[src/mexp_pkg.sv]
package mexp_pkg;

    localparam int CFG_IDX_W = 1;

    localparam logic [CFG_IDX_W-1:0] CFG_MODULUS  = 1'b0;
    localparam logic [CFG_IDX_W-1:0] CFG_EXPONENT = 1'b1;

    typedef enum logic [2:0] {
        ST_IDLE,
        ST_REDUCE,
        ST_SQUARE,
        ST_MULT,
        ST_DONE
    } t_state;

endpackage

[src/mexp_mulmod.sv]
module mexp_mulmod
    import mexp_pkg::*;
#(
    parameter int WIDTH = 32
) (
    input  logic             i_clk,
    input  logic             i_rst_n,
    input  logic             i_start,
    input  logic [WIDTH-1:0] i_a,
    input  logic [WIDTH-1:0] i_b,
    input  logic [WIDTH-1:0] i_n,
    output logic             o_done,
    output logic [WIDTH-1:0] o_result
);

    localparam int CNT_W = $clog2(WIDTH + 1);

    logic             r_busy;
    logic             r_done;
    logic [CNT_W-1:0] r_cnt;
    logic [WIDTH-1:0] r_acc;
    logic [WIDTH-1:0] r_a;
    logic [WIDTH-1:0] r_b;
    logic [WIDTH-1:0] r_n;

    logic [WIDTH:0]   dbl;
    logic [WIDTH:0]   dbl_red;
    logic [WIDTH:0]   sum;
    logic [WIDTH:0]   sum_red;
    logic [WIDTH-1:0] n_acc;

    // One multiplier bit per cycle, most significant first: double, then add.
    always_comb begin
        dbl     = {r_acc, 1'b0};
        dbl_red = (dbl >= {1'b0, r_n}) ? dbl - {1'b0, r_n} : dbl;
        sum     = dbl_red + {1'b0, r_a};
        sum_red = (sum >= {1'b0, r_n}) ? sum - {1'b0, r_n} : sum;
        n_acc   = r_b[WIDTH-1] ? sum_red[WIDTH-1:0] : dbl_red[WIDTH-1:0];
    end

    always_ff @(posedge i_clk) begin
        if (!i_rst_n) begin
            r_busy <= 1'b0;
            r_done <= 1'b0;
            r_cnt  <= '0;
        end else begin
            r_done <= 1'b0;
            if (i_start) begin
                r_busy <= 1'b1;
                r_cnt  <= CNT_W'(WIDTH);
            end else if (r_busy) begin
                r_cnt <= r_cnt - CNT_W'(1);
                if (r_cnt == CNT_W'(1)) begin
                    r_busy <= 1'b0;
                    r_done <= 1'b1;
                end
            end
        end
    end

    always_ff @(posedge i_clk) begin
        if (i_start) begin
            r_acc <= '0;
            r_a   <= i_a;
            r_b   <= i_b;
            r_n   <= i_n;
        end else if (r_busy) begin
            r_acc <= n_acc;
            r_b   <= {r_b[WIDTH-2:0], 1'b0};
        end
    end

    assign o_done   = r_done;
    assign o_result = r_acc;

endmodule

[src/modular_exponentiation.sv]
// Run time is set by the bit-serial modular multiplier that performs every square and multiply.
// Exponent zero or modulus zero skips the multiplier and goes straight to the result.
// Throughput: one item at a time; the next item is accepted while a result waits at the output.
// Reset (synchronous, active low) sets modulus and exponent to 1 and empties the block.
module modular_exponentiation
    import mexp_pkg::*;
#(
    parameter  int WIDTH   = 32,
    localparam int TDATA_W = ((WIDTH + 7) / 8) * 8
) (
    input  logic                 i_clk,
    input  logic                 i_rst_n,
    input  logic                 s_axis_tvalid,
    output logic                 s_axis_tready,
    input  logic [TDATA_W-1:0]   s_axis_tdata,   // message
    output logic                 m_axis_tvalid,
    input  logic                 m_axis_tready,
    output logic [TDATA_W-1:0]   m_axis_tdata,   // result
    input  logic                 i_cfg_valid,
    output logic                 o_cfg_ready,
    input  logic [CFG_IDX_W-1:0] i_cfg_index,
    input  logic [WIDTH-1:0]     i_cfg_data
);

    localparam int CNT_W = $clog2(WIDTH + 1);

    t_state           r_state, n_state;
    logic [WIDTH-1:0] r_modulus;
    logic [WIDTH-1:0] r_exponent;
    logic [WIDTH-1:0] r_acc, n_acc;
    logic [WIDTH-1:0] r_base, n_base;
    logic [WIDTH-1:0] r_ebits, n_ebits;
    logic [CNT_W-1:0] r_ecnt, n_ecnt;
    logic             r_out_valid, n_out_valid;
    logic [WIDTH-1:0] r_out_data, n_out_data;

    logic             mm_start;
    logic             mm_done;
    logic [WIDTH-1:0] mm_a;
    logic [WIDTH-1:0] mm_b;
    logic [WIDTH-1:0] mm_result;
    logic             in_xfer;

    mexp_mulmod #(
        .WIDTH(WIDTH)
    ) u_mulmod (
        .i_clk   (i_clk),
        .i_rst_n (i_rst_n),
        .i_start (mm_start),
        .i_a     (mm_a),
        .i_b     (mm_b),
        .i_n     (r_modulus),
        .o_done  (mm_done),
        .o_result(mm_result)
    );

    assign o_cfg_ready   = 1'b1;
    assign s_axis_tready = (r_state == ST_IDLE);
    assign in_xfer       = s_axis_tvalid && s_axis_tready;
    assign m_axis_tvalid = r_out_valid;
    assign m_axis_tdata  = TDATA_W'(r_out_data);

    always_ff @(posedge i_clk) begin
        if (!i_rst_n) begin
            r_modulus  <= WIDTH'(1);
            r_exponent <= WIDTH'(1);
        end else if (i_cfg_valid && o_cfg_ready) begin
            case (i_cfg_index)
                CFG_MODULUS:  r_modulus  <= i_cfg_data;
                CFG_EXPONENT: r_exponent <= i_cfg_data;
                default: ;
            endcase
        end
    end

    always_comb begin
        n_state     = r_state;
        n_acc       = r_acc;
        n_base      = r_base;
        n_ebits     = r_ebits;
        n_ecnt      = r_ecnt;
        n_out_valid = r_out_valid && !m_axis_tready;
        n_out_data  = r_out_data;
        mm_start    = 1'b0;
        mm_a        = r_acc;
        mm_b        = r_acc;
        case (r_state)
            ST_IDLE: begin
                if (in_xfer) begin
                    n_ebits = r_exponent;
                    n_ecnt  = CNT_W'(WIDTH);
                    if (r_exponent == '0) begin
                        n_acc   = WIDTH'(1);
                        n_state = ST_DONE;
                    end else if (r_modulus == '0) begin
                        n_acc   = '0;
                        n_state = ST_DONE;
                    end else begin
                        n_acc    = (r_modulus == WIDTH'(1)) ? '0 : WIDTH'(1);
                        mm_start = 1'b1;
                        mm_a     = WIDTH'(1);
                        mm_b     = s_axis_tdata[WIDTH-1:0];
                        n_state  = ST_REDUCE;
                    end
                end
            end
            ST_REDUCE: begin
                if (mm_done) begin
                    n_base   = mm_result;
                    mm_start = 1'b1;
                    n_state  = ST_SQUARE;
                end
            end
            ST_SQUARE: begin
                if (mm_done) begin
                    n_acc = mm_result;
                    if (r_ebits[WIDTH-1]) begin
                        mm_start = 1'b1;
                        mm_a     = mm_result;
                        mm_b     = r_base;
                        n_state  = ST_MULT;
                    end else begin
                        n_ebits = {r_ebits[WIDTH-2:0], 1'b0};
                        n_ecnt  = r_ecnt - CNT_W'(1);
                        if (r_ecnt == CNT_W'(1)) begin
                            n_state = ST_DONE;
                        end else begin
                            mm_start = 1'b1;
                            mm_a     = mm_result;
                            mm_b     = mm_result;
                        end
                    end
                end
            end
            ST_MULT: begin
                if (mm_done) begin
                    n_acc   = mm_result;
                    n_ebits = {r_ebits[WIDTH-2:0], 1'b0};
                    n_ecnt  = r_ecnt - CNT_W'(1);
                    if (r_ecnt == CNT_W'(1)) begin
                        n_state = ST_DONE;
                    end else begin
                        mm_start = 1'b1;
                        mm_a     = mm_result;
                        mm_b     = mm_result;
                        n_state  = ST_SQUARE;
                    end
                end
            end
            ST_DONE: begin
                if (!r_out_valid || m_axis_tready) begin
                    n_out_valid = 1'b1;
                    n_out_data  = r_acc;
                    n_state     = ST_IDLE;
                end
            end
            default: n_state = ST_IDLE;
        endcase
    end

    always_ff @(posedge i_clk) begin
        if (!i_rst_n) begin
            r_state     <= ST_IDLE;
            r_ecnt      <= '0;
            r_out_valid <= 1'b0;
        end else begin
            r_state     <= n_state;
            r_ecnt      <= n_ecnt;
            r_out_valid <= n_out_valid;
        end
    end

    always_ff @(posedge i_clk) begin
        r_acc      <= n_acc;
        r_base     <= n_base;
        r_ebits    <= n_ebits;
        r_out_data <= n_out_data;
    end

`ifndef ASSERT_OFF
    a_done_in_work: assert property (@(posedge i_clk) disable iff (!i_rst_n)
        mm_done |-> (r_state == ST_REDUCE || r_state == ST_SQUARE || r_state == ST_MULT))
        else $error("multiplier finished outside an exponentiation");

    a_product_reduced: assert property (@(posedge i_clk) disable iff (!i_rst_n)
        mm_done |-> (mm_result < r_modulus))
        else $error("modular product not below modulus");

    a_bits_left: assert property (@(posedge i_clk) disable iff (!i_rst_n)
        (r_state == ST_SQUARE || r_state == ST_MULT) |-> (r_ecnt != '0))
        else $error("exponent bit count exhausted during work");

    a_done_waits: assert property (@(posedge i_clk) disable iff (!i_rst_n)
        (r_state == ST_DONE && r_out_valid && !m_axis_tready) |=> (r_state == ST_DONE))
        else $error("result dropped while output stalled");
`endif

endmodule

[config.mk]
export PLATFORM = sky130hd
export DESIGN_NAME = modular_exponentiation
export DESIGN_NICKNAME = d
export VERILOG_FILES = /design/src/mexp_pkg.sv /design/src/mexp_mulmod.sv /design/src/modular_exponentiation.sv
export SDC_FILE = /design/constraint.sdc
export NUM_CORES = 1
export LEC_CHECK = 0
export ABC_CLOCK_PERIOD_IN_PS = 6600
export BUFFER_PORTS_ARGS = -buffer_cell sky130_fd_sc_hd__buf_2
export CORE_UTILIZATION = 56
export DETAILED_ROUTE_END_ITERATION = 10
export HOLD_SLACK_MARGIN = 0.06
export PLACE_DENSITY = 0.74
export SLEW_MARGIN = 25
export SYNTH_ARGS = -nofsm -noshare
export SYNTH_HDL_FRONTEND = slang
export SYNTH_SLANG_ARGS = --single-unit
export TNS_END_PERCENT = 5
[constraint.sdc]
create_clock -name i_clk -period 6.6 [get_ports i_clk]
set_input_delay 0.33 -clock i_clk [delete_from_list [all_inputs] [get_ports i_clk]]
set_output_delay 0.33 -clock i_clk [all_outputs]
set_load 0.02 [all_outputs]
== Yosys cells after proc, flatten, opt, wreduce, memory -nomap -nowiden ==
Index checks and enable logic that the tools add are counted.

* Input bits: 70
* Logic and storage cells: 128
* Output and inout port bits: 35
* Register bits after elaboration: 338

* Reduce and logical (&&, ||, !) cells: 22
* Eq/ne operators: 15
* Bitwise operators: 3
* Add/sub/neg operators: 5
* Multiplexer cells: 63
* Order comparisons: 2

{| class="wikitable"
|+ Operator list
! operator !! count
|-
| $mux 32 || 22
|-
| $pmux 32 s3 || 3
|-
| $ge 33x32->1 || 2
|-
| $logic_not 32->1 || 2
|-
| $pmux 32 s2 || 1
|-
| $mux 6 || 6
|-
| $add 33x32->33 || 1
|-
| $mux 33 || 1
|-
| $sub 33x32->33 || 1
|-
| $eq 32x1->1 const B || 1
|-
| $sub 32x32->32 || 1
|-
| $mux 3 || 10
|-
| $pmux 6 s3 || 1
|-
| $mux 1 || 17
|-
| $pmux 3 s5 || 1
|-
| $eq 6x1->1 const B || 2
|-
| $sub 6x1->6 const B || 2
|-
| $ne 2x1->1 const B || 5
|-
| $reduce_and 2->1 || 4
|-
| $eq 3x2->1 const B || 2
|-
| $reduce_and 6->1 || 1
|-
| $reduce_and 5->1 || 1
|-
| $ne 2x2->1 const B || 2
|-
| $pmux 1 s4 || 1
|-
| 14 further kinds || 20
|}

== Logic depth before layout (Yosys ltp) ==
* Depth after elaboration: 6
* Mapped depth: 35
* Gate-level depth less buffers: 33

== Modules after synthesis ==
A second synthesis with hierarchy kept.

* Cell total of the unflattened synthesis: 1,894
* Area total of the unflattened synthesis: 19,432.4 um^2

{| class="wikitable"
|+ Modules (own cells, without submodules)
! module !! sequential area each (um^2) !! area each (um^2) !! instances !! cells each
|-
| mexp_mulmod || 3,683.5 || 10,721.5 || 1 || 1,154
|-
| modular_exponentiation || 5,325.1 || 8,710.9 || 1 || 740
|}

== Worst setup path before layout ==
Ideal clock, no wire load.

* Path type: flip-flop to flip-flop
* From: register u_mulmod.r_n[1]
* To: register u_mulmod.r_acc[28] (netlist: u_mulmod.o_result[28])
* Arrival time: 6,950 ps
* Path buffers: 2
* Setup slack: -511 ps
* Stages on the path, launching flop included: 33
* Library setup time: 161 ps
* Clock period less this slack: 7,111 ps
* Required time: 6,439 ps
* Path through: edfxtp_1 > inv_1 > ha_1 > nor2b_1 > o31a_1 > o311ai_1 > a21oi_1 > or3_4 > and2_1 > clkbuf_1 > nand2_1 > o21ai_0 > ha_1 > a2111o_1 > o211ai_1 > o21ai_0 > nand2_1 > a21oi_1 > o41ai_1 > xnor2_1 > ha_1 > clkbuf_1 > o21ai_0 > a21o_1 > or3_1 > nor3_1 > nor3_1 > o31ai_1 > a21o_1 > a21oi_1 > xnor2_1 > a211oi_1 > o32ai_1

* Longest elaborated chain between the ends: 6
* Elaborated cells between the ends (all ways): 8
* Those cells by class: add/sub: 3; order compare: 2; mux: 3

{| class="wikitable"
|+ RTL lines
! what !! RTL line !! text
|-
| from (decl) || mexp_mulmod.sv:24 || <nowiki>logic [WIDTH-1:0] r_n;</nowiki>
|-
| from (signal assigned) || mexp_mulmod.sv:66 || <nowiki>r_n <= i_n;</nowiki>
|-
| $sub 33x32->33 / $ge 33x32->1 (equally long branches) || mexp_mulmod.sv:35 || <nowiki>dbl_red = (dbl >= {1'b0, r_n}) ? dbl - {1'b0, r_n} : dbl;</nowiki>
|-
| $mux 33 || mexp_mulmod.sv:35 ||
|-
| $add 33x32->33 || mexp_mulmod.sv:36 || <nowiki>sum = dbl_red + {1'b0, r_a};</nowiki>
|-
| $sub 32x32->32 / $ge 33x32->1 (equally long branches) || mexp_mulmod.sv:37 || <nowiki>sum_red = (sum >= {1'b0, r_n}) ? sum - {1'b0, r_n} : sum;</nowiki>
|-
| $mux 32 || mexp_mulmod.sv:37 ||
|-
| $mux 32 * || mexp_mulmod.sv:38 || <nowiki>n_acc = r_b[WIDTH-1] ? sum_red[WIDTH-1:0] : dbl_red[WIDTH-1:0];</nowiki>
|-
| to (signal assigned) || mexp_mulmod.sv:68 || <nowiki>r_acc <= n_acc;</nowiki>
|-
| to (decl) || mexp_mulmod.sv:21 || <nowiki>logic [WIDTH-1:0] r_acc;</nowiki>
|}

Every way passes the cells marked *; elsewhere a longest branch is shown, timed or not.
A chain may end at the register's enable or synchronous reset.

== Worst setup path in the final report ==
* From: register u_mulmod.r_n[1]
* To: register u_mulmod.r_acc[10] (netlist: u_mulmod.o_result[10])

The elaborated chain is that of the path after synthesis.

==> results.json <==
{
  "fp.dieW_um": 192,
  "slew-limit-headroom_pct": 37.7,
  "root_buffer": "clkbuf_16",
  "cp_top_family": "compound AO/OA/AOI/OAI gates",
  "slowest_delay_ps": 390,
  "cts_tree": "done",
  "antenna_found_initial": 0,
  "grt_use_total_pct": 36.0,
  "drc_errors": 2,
  "ys.flop_type": "edfxtp_1",
  "synth_area_um2": 20300,
  "synth-edff-count": 224,
  "yosysTopAreaCellShare_pct": 33.1,
  "synth_xor_xnor_area_share_pct": 3.67,
  "synth-simple-area-share_pct": 16.2,
  "final_common_cell": "buf_4",
  "cp-start-kind": "flop",
  "area_growth_pct": 30.6,
  "violations": "DRC, setup timing",
  "dpl.cell_count": 3036,
  "path_clk_slew_ps": 70,
  "ys_seq_area_share_pct": 44.4,
  "clock_latency_ps": 560,
  "cp_max_fo": 8,
  "rows": 69,
  "layout.cells.non_filler": 3164,
  "end_kind": "flop",
  "synth_fp_nets": 2410,
  "cts_num_sinks": 338,
  "period_share_pct": 102,
  "diodes": 0,
  "worst_hold_path_type": "input port to flop",
  "synth_cells": 2237,
  "first_pass_iters": 9,
  "fmax_mhz": 148,
  "cp_data_arrival_time_ps": 7250,
  "finalMaxSlewViolations": 0,
  "die_area_um2": 37000,
  "die_h_um": 192,
  "maxCapViolCount": 0,
  "cp_slowest_cell": "edfxtp_1",
  "timing.final.crit_period_ps": 6750,
  "worstPathRequired_ps": 7110,
  "utilization_pct": 74.4,
  "port-buffer-count": 103,
  "ant_nets": 0,
  "drt-total-wl_um": 67500,
  "fin_ws_ps": -145,
  "synth_cell_types": 83,
  "grt_pass1_vias": 18900,
  "crit_type": "flop to flop",
  "status": "finished, violations left",
  "synth_top_area_cell": "edfxtp_1",
  "path_buf_inv": 7,
  "wire_per_inst_um": 21.3,
  "synth_top_family_by_area": "compound AO/OA/AOI/OAI gates",
  "avgSynthCellArea_um2": 9.07,
  "hold_viol_final": 0,
  "grt_pass1_wl_um": 103000,
  "post-dp-hpwl_um": 47700,
  "worst_clock_skew_ps": 23.7,
  "synth-compound-area-share_pct": 23.9,
  "crit_path_frequent_cell": "a21oi_2",
  "htree_num_levels": 2,
  "place.gp.congestion": 0.996,
  "final_cell_mix": "buf_4, nor2_1, nand2_1",
  "tightest_slew_ps": 934,
  "numCtsBuffers": 39,
  "rsz0062_at_grt": "true",
  "viasPerCell": 6.19,
  "synth_warnings": 0,
  "dr.first_iter.drc_count": 1856,
  "n_fill_cell": 2582,
  "floorplan.initialDensity_pct": 56.9,
  "synth.area.top_cells": "edfxtp_1, dfxtp_1, ha_1",
  "pin_count": 105,
  "nets": 2845,
  "routed-via-count": 19600,
  "grt_max_degree": 80,
  "clk_path_buf_depth": 3,
  "grt-ovfl-total": 0,
  "setup_viol": 26,
  "coreArea_um2": 35700,
  "synth_fa_ha_area_share_pct": 6.46,
  "ys_ff_latch": 338,
  "pre_cts_ws_ps": -761,
  "async_reset_ff_share_pct": 0,
  "drive_gt1_share_pct": 27.5,
  "synth_mux_area_share_pct": 0.709
}
-- cells in the mapped netlist, types with 7 or more instances --
master    count
nand2_1     240
nand4_1      23
mux2i_1      11
o21a_1       18
xor2_1       31
nand3_1      43
a22o_1       61
inv_1        98
a211oi_1     21
clkbuf_1    112
a221oi_1     35
o21ai_0      87
a31oi_1      47
o22ai_1      38
a21o_1       42
ha_1        100
nor3_1       58
o211ai_1     18
a311o_1       9
or3_1        11
and2_1       11
nor4_1       20
xnor2_1      54
edfxtp_1    224
and3_1       15
a21boi_0     69
dfxtp_1     114
buf_2         7
o31ai_1      19
o21bai_1      7
nor2b_1      16
a21oi_1     196
or2_2         8
nor2_1      261
buf_1         9
nand2b_1     12
-- sequential cells by signal, summed over array words and instances, names as in the netlist --
| signal | cells |
|---|---|
| u_mulmod.r_n | 32 |
| m_axis_tdata | 32 |
| u_mulmod.r_b | 32 |
| u_mulmod.r_a | 32 |
| u_mulmod.r_busy | 1 |
| u_mulmod.o_result | 32 |
| m_axis_tvalid | 1 |
| r_ebits | 32 |
| r_acc | 32 |
| u_mulmod.o_done | 1 |
| r_modulus | 32 |
| r_ecnt | 6 |
| r_exponent | 32 |
| u_mulmod.r_cnt | 6 |
| r_state | 3 |
| r_base | 32 |
-- per-stage QoR --
stage	hold slack, ps	setup TNS, ps	cell area [um2]
2_1_floorplan	408	-52.9	20300
3_3_place_gp	417	-13940	23700
3_5_place_dp	413	-20730	23800
4_1_cts	63.1	-53.6	26000
5_1_grt	70.6	-9510	26500
6_report	67.4	-1670	26500
-- worst min-delay path: stages --
cell and delay, ps:
buf_2 110, nand2_1 50, a21boi_0 60
-- layer usage --
layer	track usage [%]	wire (um)	vias to the layer above
li1	-	-	9130
met4	19.7	3550	0
met2	59.8	32600	852
met1	46.0	27400	9392
met5	0	0	-
met3	3.87	3890	200
-- area by class of cell --
type                    count  area, um2  share of cell area, %
flip-flops and latches    338       9010                   34.0
multi-input cells        1664      11300                   42.8
well taps                 461        577                   2.18
clock buffers              48       1040                   3.93
inverters                 101        379                   1.43
repair buffers            528       3950                   14.9
clock inverters            24        211                  0.798
-- cell families after synthesis --
group | after synthesis
fa+ha+maj | 103
compound gates | 722
other cells | 1
xor+xnor | 85
flops | 338
mux | 14
simple gates | 738
buf+inv | 236
-- path summary, 6_finish.rpt --
check                           cells after the start  slack (ps)                     to            start
worst max-delay path                               35        -150  u_mulmod.o_result[10]  u_mulmod.r_n[1]
worst min-delay path                                3          70          r_modulus[30]   i_cfg_data[30]
worst max register to register                     35        -150  u_mulmod.o_result[10]  u_mulmod.r_n[1]
worst min register to register                      0         450        u_mulmod.r_n[0]     r_modulus[0]
-- repair_timing --
| action | 4_1_cts | 5_1_grt |
|---|---|---|
| gates resized for setup | 118 | 74 |
| gates cloned | 2 | 1 |
| hold buffers | 25 | 0 |
| hold endpoints to repair | 40 | 0 |
| pin swaps | 63 | 62 |
| setup endpoints to repair | 32 | 32 |
| setup buffers | 18 | 11 |
Power is left out: the tool's default activity adds up to more than one toggle a clock period on the data nets, which glitch-free logic cannot reach.
